$ cat src/nsr_pkg.sv
// nsr_pkg: shared widths, pipeline constants and the binomial row builder
// for the neighbour subset rank block
// depends on nothing; used by every other file of the block
package nsr_pkg;

  // transaction field widths
  localparam int unsigned NbrW   = 32;
  localparam int unsigned ColW   = 5;
  localparam int unsigned CfgW   = 6;
  localparam int unsigned DegW   = 5;
  localparam int unsigned RankW  = 29;

  // binomial rows are indexed by a count of up to six bits
  localparam int unsigned RowIdxW = 6;
  localparam int unsigned RowLen  = 64;

  // prefix count group size and padded width of the adder tree
  localparam int unsigned GrpSz  = 8;
  localparam int unsigned TreeN  = 64;

  // number of register stages from input to output register
  localparam int unsigned NStg   = 8;

  typedef logic [RankW-1:0] binom_row_t [RowLen];

  // row n of pascal's triangle, kept modulo 2^RankW
  function automatic binom_row_t binom_row(input int unsigned n);
    binom_row_t row;
    for (int k = 0; k < RowLen; k++) begin
      row[k] = '0;
    end
    row[0] = RankW'(1);
    for (int i = 1; i <= int'(n); i++) begin
      for (int k = i; k >= 1; k--) begin
        if (k < RowLen) begin
          row[k] = row[k] + row[k-1];
        end
      end
    end
    return row;
  endfunction

endpackage

$ cat src/nsr_in_if.sv
// nsr_in_if: input channel of the neighbour subset rank block
// valid/ready handshake with column bits and column index; uses nsr_pkg
interface nsr_in_if;
  logic                         valid;
  logic                         ready;
  logic [nsr_pkg::NbrW-1:0]     neighbor_bits;
  logic [nsr_pkg::ColW-1:0]     column_index;

  modport source (output valid, neighbor_bits, column_index, input ready);
  modport sink   (input valid, neighbor_bits, column_index, output ready);
endinterface

$ cat src/nsr_out_if.sv
// nsr_out_if: result channel of the neighbour subset rank block
// valid/ready handshake with degree, rank and isolated flag; uses nsr_pkg
interface nsr_out_if;
  logic                         valid;
  logic                         ready;
  logic [nsr_pkg::DegW-1:0]     degree;
  logic [nsr_pkg::RankW-1:0]    subset_rank;
  logic                         isolated;

  modport source (output valid, degree, subset_rank, isolated, input ready);
  modport sink   (input valid, degree, subset_rank, isolated, output ready);
endinterface

$ cat src/nsr_compact.sv
// nsr_compact: first two pipeline stages; masks bits beyond the graph, drops
// the self bit, then reverses so position 0 is the top compacted variable
// depends on nsr_pkg
module nsr_compact #(
  parameter int unsigned MAX_VARS = 32,
  localparam int unsigned PW = $clog2(MAX_VARS + 1)
) (
  input  logic                        clk_i,
  input  logic [1:0]                  en_i,
  input  logic [PW-1:0]               p_i,
  input  logic [nsr_pkg::NbrW-1:0]    bits_i,
  input  logic [nsr_pkg::ColW-1:0]    col_i,
  output logic [MAX_VARS-1:0]         r_o
);

  localparam int unsigned ExtW = (MAX_VARS > nsr_pkg::NbrW) ? MAX_VARS : nsr_pkg::NbrW;

  logic [ExtW-1:0]     ext;
  logic [MAX_VARS:0]   kept;
  logic [6:0]          p_w;
  logic [6:0]          j_w;
  logic [MAX_VARS-1:0] cmp_d, cmp_q;
  logic [MAX_VARS-1:0] rev;
  logic [6:0]          shamt;
  logic [MAX_VARS-1:0] r_d, r_q;

  // stage one: clamp column index, mask and compact around the self bit
  always_comb begin
    ext = ExtW'(bits_i);
    p_w = 7'(p_i);
    j_w = 7'(col_i);
    if (j_w >= p_w) begin
      j_w = p_w - 7'd1;
    end
    kept = '0;
    for (int k = 0; k < int'(MAX_VARS); k++) begin
      kept[k] = ext[k] & (7'(k) < p_w);
    end
    for (int k = 0; k < int'(MAX_VARS); k++) begin
      cmp_d[k] = (7'(k) < j_w) ? kept[k] : kept[k+1];
    end
  end

  // stage two: reverse and align so bit m is compacted position p-2-m
  always_comb begin
    for (int x = 0; x < int'(MAX_VARS); x++) begin
      rev[x] = cmp_q[MAX_VARS-1-x];
    end
    shamt = 7'(MAX_VARS + 1) - 7'(p_i);
    r_d   = rev >> shamt;
  end

  always_ff @(posedge clk_i) begin
    if (en_i[0]) begin
      cmp_q <= cmp_d;
    end
    if (en_i[1]) begin
      r_q <= r_d;
    end
  end

  assign r_o = r_q;

endmodule

$ cat src/nsr_prefix.sv
// nsr_prefix: stages three and four; running count of set bits from the top
// compacted position down, in groups of eight then with group offsets
// depends on nsr_pkg
module nsr_prefix #(
  parameter int unsigned MAX_VARS = 32,
  localparam int unsigned CntW = $clog2(MAX_VARS + 1)
) (
  input  logic                 clk_i,
  input  logic [1:0]           en_i,
  input  logic [MAX_VARS-1:0]  r_i,
  output logic [MAX_VARS-1:0]  r_o,
  output logic [CntW-1:0]      cnt_o [MAX_VARS],
  output logic [CntW-1:0]      deg_o
);

  localparam int unsigned Grp  = nsr_pkg::GrpSz;
  localparam int unsigned NG   = (MAX_VARS + Grp - 1) / Grp;
  localparam int unsigned PadW = NG * Grp;

  logic [PadW-1:0]     r_pad;
  logic [3:0]          acc;
  logic [3:0]          loc_d [PadW];
  logic [3:0]          loc_q [PadW];
  logic [MAX_VARS-1:0] r3_q, r4_q;
  logic [6:0]          off;
  logic [CntW-1:0]     cnt_d [PadW];
  logic [CntW-1:0]     cnt_q [MAX_VARS];

  // stage three: count within each group of eight
  always_comb begin
    r_pad = PadW'(r_i);
    acc   = '0;
    for (int g = 0; g < int'(NG); g++) begin
      acc = '0;
      for (int i = 0; i < int'(Grp); i++) begin
        acc = acc + {3'b000, r_pad[g*Grp+i]};
        loc_d[g*Grp+i] = acc;
      end
    end
  end

  // stage four: add the totals of the groups above
  always_comb begin
    off = '0;
    for (int g = 0; g < int'(NG); g++) begin
      for (int i = 0; i < int'(Grp); i++) begin
        cnt_d[g*Grp+i] = CntW'(off + 7'(loc_q[g*Grp+i]));
      end
      off = off + 7'(loc_q[g*Grp+Grp-1]);
    end
  end

  always_ff @(posedge clk_i) begin
    if (en_i[0]) begin
      loc_q <= loc_d;
      r3_q  <= r_i;
    end
    if (en_i[1]) begin
      for (int m = 0; m < int'(MAX_VARS); m++) begin
        cnt_q[m] <= cnt_d[m];
      end
      r4_q <= r3_q;
    end
  end

  assign r_o   = r4_q;
  assign cnt_o = cnt_q;
  // positions beyond the top are clear, so the last running count is the degree
  assign deg_o = cnt_q[MAX_VARS-1];

endmodule

$ cat src/nsr_lanes.sv
// nsr_lanes: stage five; one lane per reversed position looks up its own
// binomial row, giving the top term or the negated per-neighbour term
// depends on nsr_pkg
module nsr_lanes #(
  parameter int unsigned MAX_VARS = 32,
  localparam int unsigned PW   = $clog2(MAX_VARS + 1),
  localparam int unsigned CntW = $clog2(MAX_VARS + 1)
) (
  input  logic                        clk_i,
  input  logic                        en_i,
  input  logic [PW-1:0]               p_i,
  input  logic [MAX_VARS-1:0]         r_i,
  input  logic [CntW-1:0]             cnt_i [MAX_VARS],
  input  logic [CntW-1:0]             deg_i,
  output logic [nsr_pkg::RankW-1:0]   v_o [nsr_pkg::TreeN],
  output logic [CntW-1:0]             deg_o
);

  logic [CntW-1:0] deg_q;

  for (genvar m = 0; m < nsr_pkg::TreeN; m++) begin : g_lane
    if (m < MAX_VARS) begin : g_used
      localparam nsr_pkg::binom_row_t Row = nsr_pkg::binom_row(m);

      logic                       top;
      logic [CntW-1:0]            k;
      logic [nsr_pkg::RankW-1:0]  c;
      logic [nsr_pkg::RankW-1:0]  v_d, v_q;

      // lane p-1 carries C(p-1, d); neighbour lanes subtract C(m, count)
      assign top = (p_i == PW'(m + 1));
      assign k   = top ? deg_i : cnt_i[m];
      assign c   = Row[nsr_pkg::RowIdxW'(k)];

      always_comb begin
        if (top) begin
          v_d = c;
        end else if (r_i[m]) begin
          v_d = nsr_pkg::RankW'(0) - c;
        end else begin
          v_d = '0;
        end
      end

      always_ff @(posedge clk_i) begin
        if (en_i) begin
          v_q <= v_d;
        end
      end

      assign v_o[m] = v_q;
    end else begin : g_pad
      assign v_o[m] = '0;
    end
  end

  always_ff @(posedge clk_i) begin
    if (en_i) begin
      deg_q <= deg_i;
    end
  end

  assign deg_o = deg_q;

endmodule

$ cat src/nsr_sum_tree.sv
// nsr_sum_tree: stages six to eight; registered four-way adder tree over the
// lane terms, ending in the output register with the isolated gating
// depends on nsr_pkg
module nsr_sum_tree #(
  parameter int unsigned MAX_VARS = 32,
  localparam int unsigned CntW = $clog2(MAX_VARS + 1)
) (
  input  logic                        clk_i,
  input  logic [2:0]                  en_i,
  input  logic [nsr_pkg::RankW-1:0]   v_i [nsr_pkg::TreeN],
  input  logic [CntW-1:0]             deg_i,
  output logic [nsr_pkg::DegW-1:0]    degree_o,
  output logic [nsr_pkg::RankW-1:0]   rank_o,
  output logic                        isolated_o
);

  localparam int unsigned N1 = nsr_pkg::TreeN / 4;
  localparam int unsigned N2 = N1 / 4;

  logic [nsr_pkg::RankW-1:0] s1_d [N1];
  logic [nsr_pkg::RankW-1:0] s1_q [N1];
  logic [nsr_pkg::RankW-1:0] s2_d [N2];
  logic [nsr_pkg::RankW-1:0] s2_q [N2];
  logic [nsr_pkg::RankW-1:0] sum;
  logic [CntW-1:0]           deg6_q, deg7_q;
  logic                      iso;
  logic [nsr_pkg::DegW-1:0]  degree_q;
  logic [nsr_pkg::RankW-1:0] rank_d, rank_q;
  logic                      iso_q;

  // first and second tree levels, modulo 2^29
  always_comb begin
    for (int i = 0; i < int'(N1); i++) begin
      s1_d[i] = v_i[4*i] + v_i[4*i+1] + v_i[4*i+2] + v_i[4*i+3];
    end
    for (int i = 0; i < int'(N2); i++) begin
      s2_d[i] = s1_q[4*i] + s1_q[4*i+1] + s1_q[4*i+2] + s1_q[4*i+3];
    end
  end

  // final level; an empty neighbour set reports rank zero
  always_comb begin
    sum = '0;
    for (int i = 0; i < int'(N2); i++) begin
      sum = sum + s2_q[i];
    end
    iso    = (deg7_q == '0);
    rank_d = iso ? '0 : sum;
  end

  always_ff @(posedge clk_i) begin
    if (en_i[0]) begin
      s1_q   <= s1_d;
      deg6_q <= deg_i;
    end
    if (en_i[1]) begin
      s2_q   <= s2_d;
      deg7_q <= deg6_q;
    end
    if (en_i[2]) begin
      rank_q   <= rank_d;
      degree_q <= nsr_pkg::DegW'(deg7_q);
      iso_q    <= iso;
    end
  end

  assign degree_o   = degree_q;
  assign rank_o     = rank_q;
  assign isolated_o = iso_q;

endmodule

$ cat src/neighbor_subset_rank.sv
// neighbor_subset_rank: degree and lexicographic subset rank of one column
// throughput: one transaction per cycle while out_o is ready, set by the
// eight-stage pipeline; each stage holds one item and refills as soon as
// its successor moves on
// reset: pipeline valid bits cleared, num_vars back to 32 (capped at MAX_VARS)
module neighbor_subset_rank #(
  parameter int unsigned MAX_VARS = 32
) (
  input  logic                        clk_i,
  input  logic                        rst_ni,
  input  logic                        cfg_we_i,
  input  logic [nsr_pkg::CfgW-1:0]    cfg_data_i,
  nsr_in_if.sink                      in_i,
  nsr_out_if.source                   out_o
);

  localparam int unsigned PW     = $clog2(MAX_VARS + 1);
  localparam int unsigned CntW   = $clog2(MAX_VARS + 1);
  localparam int unsigned PReset = (MAX_VARS < 32) ? MAX_VARS : 32;

  logic [PW-1:0]                 p_d, p_q;
  logic [nsr_pkg::NStg-1:0]      vld_q;
  logic [nsr_pkg::NStg-1:0]      adv;
  logic [MAX_VARS-1:0]           r_s2, r_s4;
  logic [CntW-1:0]               cnt_s4 [MAX_VARS];
  logic [CntW-1:0]               deg_s4, deg_s5;
  logic [nsr_pkg::RankW-1:0]     lane_v [nsr_pkg::TreeN];

  // graph size register, clamped on write to the supported range
  always_comb begin
    if (cfg_data_i < nsr_pkg::CfgW'(2)) begin
      p_d = PW'(2);
    end else if (7'(cfg_data_i) > 7'(MAX_VARS)) begin
      p_d = PW'(MAX_VARS);
    end else begin
      p_d = PW'(cfg_data_i);
    end
  end

  always_ff @(posedge clk_i or negedge rst_ni) begin
    if (!rst_ni) begin
      p_q <= PW'(PReset);
    end else if (cfg_we_i) begin
      p_q <= p_d;
    end
  end

  // a stage advances when it is empty or the stage after it advances
  always_comb begin
    adv[nsr_pkg::NStg-1] = !vld_q[nsr_pkg::NStg-1] || out_o.ready;
    for (int k = nsr_pkg::NStg - 2; k >= 0; k--) begin
      adv[k] = !vld_q[k] || adv[k+1];
    end
  end

  // valid bits travel with the data
  always_ff @(posedge clk_i or negedge rst_ni) begin
    if (!rst_ni) begin
      vld_q <= '0;
    end else begin
      if (adv[0]) begin
        vld_q[0] <= in_i.valid;
      end
      for (int k = 1; k < nsr_pkg::NStg; k++) begin
        if (adv[k]) begin
          vld_q[k] <= vld_q[k-1];
        end
      end
    end
  end

  assign in_i.ready  = adv[0];
  assign out_o.valid = vld_q[nsr_pkg::NStg-1];

  // compaction and reversal
  nsr_compact #(.MAX_VARS(MAX_VARS)) u_compact (
    .clk_i  (clk_i),
    .en_i   (adv[1:0]),
    .p_i    (p_q),
    .bits_i (in_i.neighbor_bits),
    .col_i  (in_i.column_index),
    .r_o    (r_s2)
  );

  // running neighbour counts
  nsr_prefix #(.MAX_VARS(MAX_VARS)) u_prefix (
    .clk_i (clk_i),
    .en_i  (adv[3:2]),
    .r_i   (r_s2),
    .r_o   (r_s4),
    .cnt_o (cnt_s4),
    .deg_o (deg_s4)
  );

  // per-position binomial terms
  nsr_lanes #(.MAX_VARS(MAX_VARS)) u_lanes (
    .clk_i (clk_i),
    .en_i  (adv[4]),
    .p_i   (p_q),
    .r_i   (r_s4),
    .cnt_i (cnt_s4),
    .deg_i (deg_s4),
    .v_o   (lane_v),
    .deg_o (deg_s5)
  );

  // term sum and output register
  nsr_sum_tree #(.MAX_VARS(MAX_VARS)) u_sum_tree (
    .clk_i      (clk_i),
    .en_i       (adv[7:5]),
    .v_i        (lane_v),
    .deg_i      (deg_s5),
    .degree_o   (out_o.degree),
    .rank_o     (out_o.subset_rank),
    .isolated_o (out_o.isolated)
  );

endmodule
$ cat src/flat_wrapper.sv
// flat-port wrapper written by rule: the top's interface ports become plain ports
module neighbor_subset_rank_flat 
#(
  parameter int unsigned MAX_VARS = 32
)
  (clk_i, rst_ni, cfg_we_i, cfg_data_i, in_i_valid, in_i_neighbor_bits, in_i_column_index, in_i_ready, out_o_valid, out_o_degree, out_o_subset_rank, out_o_isolated, out_o_ready);
  nsr_in_if in_i_i ();
  nsr_out_if out_o_i ();
  input  logic clk_i;
  input  logic rst_ni;
  input  logic cfg_we_i;
  input  logic [nsr_pkg::CfgW-1:0] cfg_data_i;
  input wire logic [$bits(in_i_i.valid)-1:0] in_i_valid;
  input wire logic [$bits(in_i_i.neighbor_bits)-1:0] in_i_neighbor_bits;
  input wire logic [$bits(in_i_i.column_index)-1:0] in_i_column_index;
  output wire logic [$bits(in_i_i.ready)-1:0] in_i_ready;
  output wire logic [$bits(out_o_i.valid)-1:0] out_o_valid;
  output wire logic [$bits(out_o_i.degree)-1:0] out_o_degree;
  output wire logic [$bits(out_o_i.subset_rank)-1:0] out_o_subset_rank;
  output wire logic [$bits(out_o_i.isolated)-1:0] out_o_isolated;
  input wire logic [$bits(out_o_i.ready)-1:0] out_o_ready;
  assign in_i_i.valid = in_i_valid;
  assign in_i_i.neighbor_bits = in_i_neighbor_bits;
  assign in_i_i.column_index = in_i_column_index;
  assign in_i_ready = in_i_i.ready;
  assign out_o_valid = out_o_i.valid;
  assign out_o_degree = out_o_i.degree;
  assign out_o_subset_rank = out_o_i.subset_rank;
  assign out_o_isolated = out_o_i.isolated;
  assign out_o_i.ready = out_o_ready;
  neighbor_subset_rank #(.MAX_VARS(MAX_VARS)) u_core (.clk_i(clk_i), .rst_ni(rst_ni), .cfg_we_i(cfg_we_i), .cfg_data_i(cfg_data_i), .in_i(in_i_i), .out_o(out_o_i));
endmodule
$ cat config.mk
export PLATFORM = sky130hd
export DESIGN_NAME = neighbor_subset_rank_flat
export DESIGN_NICKNAME = d
export VERILOG_FILES = /design/src/nsr_pkg.sv /design/src/nsr_in_if.sv /design/src/nsr_out_if.sv /design/src/nsr_compact.sv /design/src/nsr_prefix.sv /design/src/nsr_lanes.sv /design/src/nsr_sum_tree.sv /design/src/neighbor_subset_rank.sv /design/src/flat_wrapper.sv
export SDC_FILE = /design/constraint.sdc
export NUM_CORES = 2
export LEC_CHECK = 0
export ABC_AREA = 1
export BUFFER_PORTS_ARGS = -buffer_cell sky130_fd_sc_hd__buf_4
export CORE_ASPECT_RATIO = 0.9
export CORE_UTILIZATION = 72
export CTS_BUF_LIST = sky130_fd_sc_hd__clkbuf_8
export CTS_CLUSTER_SIZE = 10
export DETAILED_ROUTE_END_ITERATION = 16
export PLACE_DENSITY_LB_ADDON = 0.12
export SYNTH_ARGS = -nofsm -noshare
export SYNTH_HDL_FRONTEND = slang
export SYNTH_SLANG_ARGS = --single-unit
$ cat constraint.sdc
create_clock -name clk_i -period 97 [get_ports clk_i]
set_input_delay 9.7 -clock clk_i [delete_from_list [all_inputs] [get_ports clk_i]]
set_output_delay 9.7 -clock clk_i [all_outputs]
set_load 0.02 [all_outputs]
==> results.ini <==
[detailed_routing]
top_layer = met5
routed_wl_mm = 307
met3_length_mm = 46.8
num_vias = 84580
route.detailed.drc = 0
wl_met1_mm = 115
met2_length_mm = 130
ant_nets = 0
first_pass_iters = 10
drt-vias-per-instance = 6.23
wl_per_cell_um = 22.6
drt-initial-drc-count = 12720

[synth]
yosysUniqueCellTypes = 81
synth_compound_area_frac = 0.106
synth.largest_area_cell = edfxtp_1
synth_top_family_by_area = simple AND/OR/NAND/NOR gates
synthAdderAreaFrac = 0.170
synth_edf_count = 1363
synth_warnings = 0
synth_top_area_frac = 0.409
synth.cell_area_mm2 = 0.100
synth-simple-area-share = 0.181
async_reset_ff_frac = 0.0102
yosysMostFrequentCell = nand2_1
synth_flop_cell = edfxtp_1
synthTopCellsByCount = nand2_1, inv_1, edfxtp_1
synth_seq_cells = 1377
synth.area.mux_share = 0.00231
synth_area_leaders = edfxtp_1, fa_1, nand2_1
synth.avg_cell_area_um2 = 8.75
synth_seq_area_share = 0.412
syn_inst = 11443
synth_xor_area_frac = 0.0344

[sta]
rsz0062_at_grt = false
fin_crit_sh = 0.258
slew-limit-headroom = 0.0114
fin_crit_ns = 25.06
setup_viol = 0
hold_violations = 0
worstMarginPinSlew_ns = 1.47
final.setup.tns_ns = 0
skew_ns = 0.0915
drv_slew = 0
fmax_mhz = 39.9

[critical_path]
crit_chain = buf_4 -> nor2_1 -> inv_2 -> nor2_1 -> inv_2 -> buf_4 -> nor2_1 -> inv_8 -> nor2_1 -> inv_8 -> nor2_1 -> inv_8 -> nor2_1 -> inv_4 -> nor2_1 -> nand2_1 -> buf_4
cp_num_buf_inv = 9
worst_path_max_delay_cell = inv_2
criticalPathCategory = input port to output port
r2r_slack_ns = 89.81
crit_arrival_ns = 15.36
crit_cells = 17
critical_path.top_delay_family = buffers and inverters
required_ns = 87.30
critical_path.endpoint = in_i_ready
end_kind = output port
max_stage_delay_ns = 0.74
crit_path_max_fanout = 123
path_common_cell = nor2_1
crit_start = out_o_ready
start_kind = input port
worstReg2RegEnd = u_core.u_compact.r_o[21]
ff2ff_path_depth = 16
reg2reg_from = u_core.vld_q[7]

[clock_tree]
cts_setup_buffers = 0
cts_resized = 0
cts_buffers = 214
holdBufCountCts = 0
clock_latency_ns = 1.01
cts_max_level = 4
clk_pin_slew_ns = 0.06
clkSinkCount = 1377
clockBufferDepth = 3
cts_tree = yes
clock-root-buffer = clkbuf_8

[floorplan]
row_count = 129
start_util = 0.727
fp.coreArea_mm2 = 0.138
ios = 85
dieArea_mm2 = 0.141
die_x_um = 395
die_h_um = 356

[global_route]
gr-usage-all-layers = 0.434
grt_pass1_vias = 80551
grt_first_pass_wirelength_mm = 464
overflow = 0
grt_max_degree = 189
antenna_found_initial = 22

[worst_hold_path]
hp-class = flop to flop
min-delay-start = u_core.u_prefix.loc_q[106]

[placement]
dp_hpwl_mm = 234
portBuffers = 84
place_congestion = 1.07
post_dp_cell_area_mm2 = 0.102

[layout]
area_growth_pct = 6.75
layout.nets = 12682
drive_above_1_share = 0.0643
fin_area_mm2 = 0.107

[job]
drv_cap = 1

[status]
status = finished, violations left
violations = capacitance limit

sequential cells by signal, indices dropped and copies added, names as in the netlist:
name                              cells
u_core.u_sum_tree.rank_o             29
u_core.u_prefix.deg_o                 6
u_core.u_sum_tree.deg6_q              6
u_core.u_lanes.g_lane.g_used.v_q    646
u_core.u_prefix.r_o                  31
u_core.u_sum_tree.deg7_q              6
u_core.u_prefix.cnt_o               154
u_core.u_sum_tree.degree_o            5
u_core.u_compact.cmp_q               32
u_core.u_prefix.loc_q                99
u_core.p_q                            6
u_core.vld_q                          8
u_core.u_sum_tree.isolated_o          1
u_core.u_compact.r_o                 32
u_core.u_sum_tree.s2_q               58
u_core.u_sum_tree.s1_q              221
u_core.u_prefix.r3_q                 31
u_core.u_lanes.deg_o                  6
logic make-up after synthesis:
group / Yosys count
xor gates and xnor gates: 393
DFF: 1377
adders and majority gates: 1077
muxes: 23
buffers and inverters: 2418
other: 1
AOI/OAI and AO/OA: 1895
and+or+nand+nor: 4259
layout by cell type (no fill, tap or decap), types with 28 or more instances in the layout:
cell type,n
nand2_1,2357
inv_1,2155
edfxtp_1,1363
o21ai_0,788
nor2_1,782
nand3_1,643
ha_1,598
a21oi_1,588
fa_1,479
xor2_1,255
clkbuf_8,217
buf_4,145
nand4_1,141
xnor2_1,137
nor3_1,101
o21ai_1,83
o211ai_1,78
a31oi_1,61
o22ai_1,55
clkinv_1,52
nor2_2,51
o21ai_2,51
clkinv_2,48
inv_2,45
nand2_2,38
or2_2,35
o21a_1,30
o21bai_1,28
per-stage QoR:
step	std cells	setup slack (ns)	util	hold slack [ns]
5_1_grt	13573	71.38	0.776	0.423
2_1_floorplan	11444	50.14	-	0.400
3_5_place_dp	13175	71.87	0.744	0.405
3_3_place_gp	13175	72.07	0.744	0.401
4_1_cts	13570	71.84	0.776	0.416
6_report	13579	71.94	0.777	0.416
worst min path at each step:
| stage | endpoint | cells past startpoint |
|---|---|---|
| finish | u_core.u_prefix.cnt_o[158] | 0 |
| global route | u_core.u_prefix.cnt_o[158] | 0 |
| CTS | u_core.u_prefix.cnt_o[158] | 0 |
| detailed placement | u_core.u_prefix.cnt_o[153] | 0 |
| global placement | u_core.u_sum_tree.deg7_q[2] | 0 |
| floorplan | u_core.u_prefix.cnt_o[150] | 0 |
final cells by class:
class                      instances  area (um2)
fill                            8928       30800
clock buffer                     217        2990
sequential                      1377       41300
multi-input combinational       7649       49600
timing repair buffer             147        1130
clock inverter                   178        1480
antenna                            9        22.5
tap                             1834        2290
inverter                        2168        8170
metal layers:
layer  GRT usage  up-vias
met4       0.190       26
met2       0.633     6285
met5           0        -
li1            -    37782
met1       0.594    39414
met3       0.144     1073
Power is not shown: default switching activity piles up to over one toggle a cycle in this logic, so the estimate is an artifact.
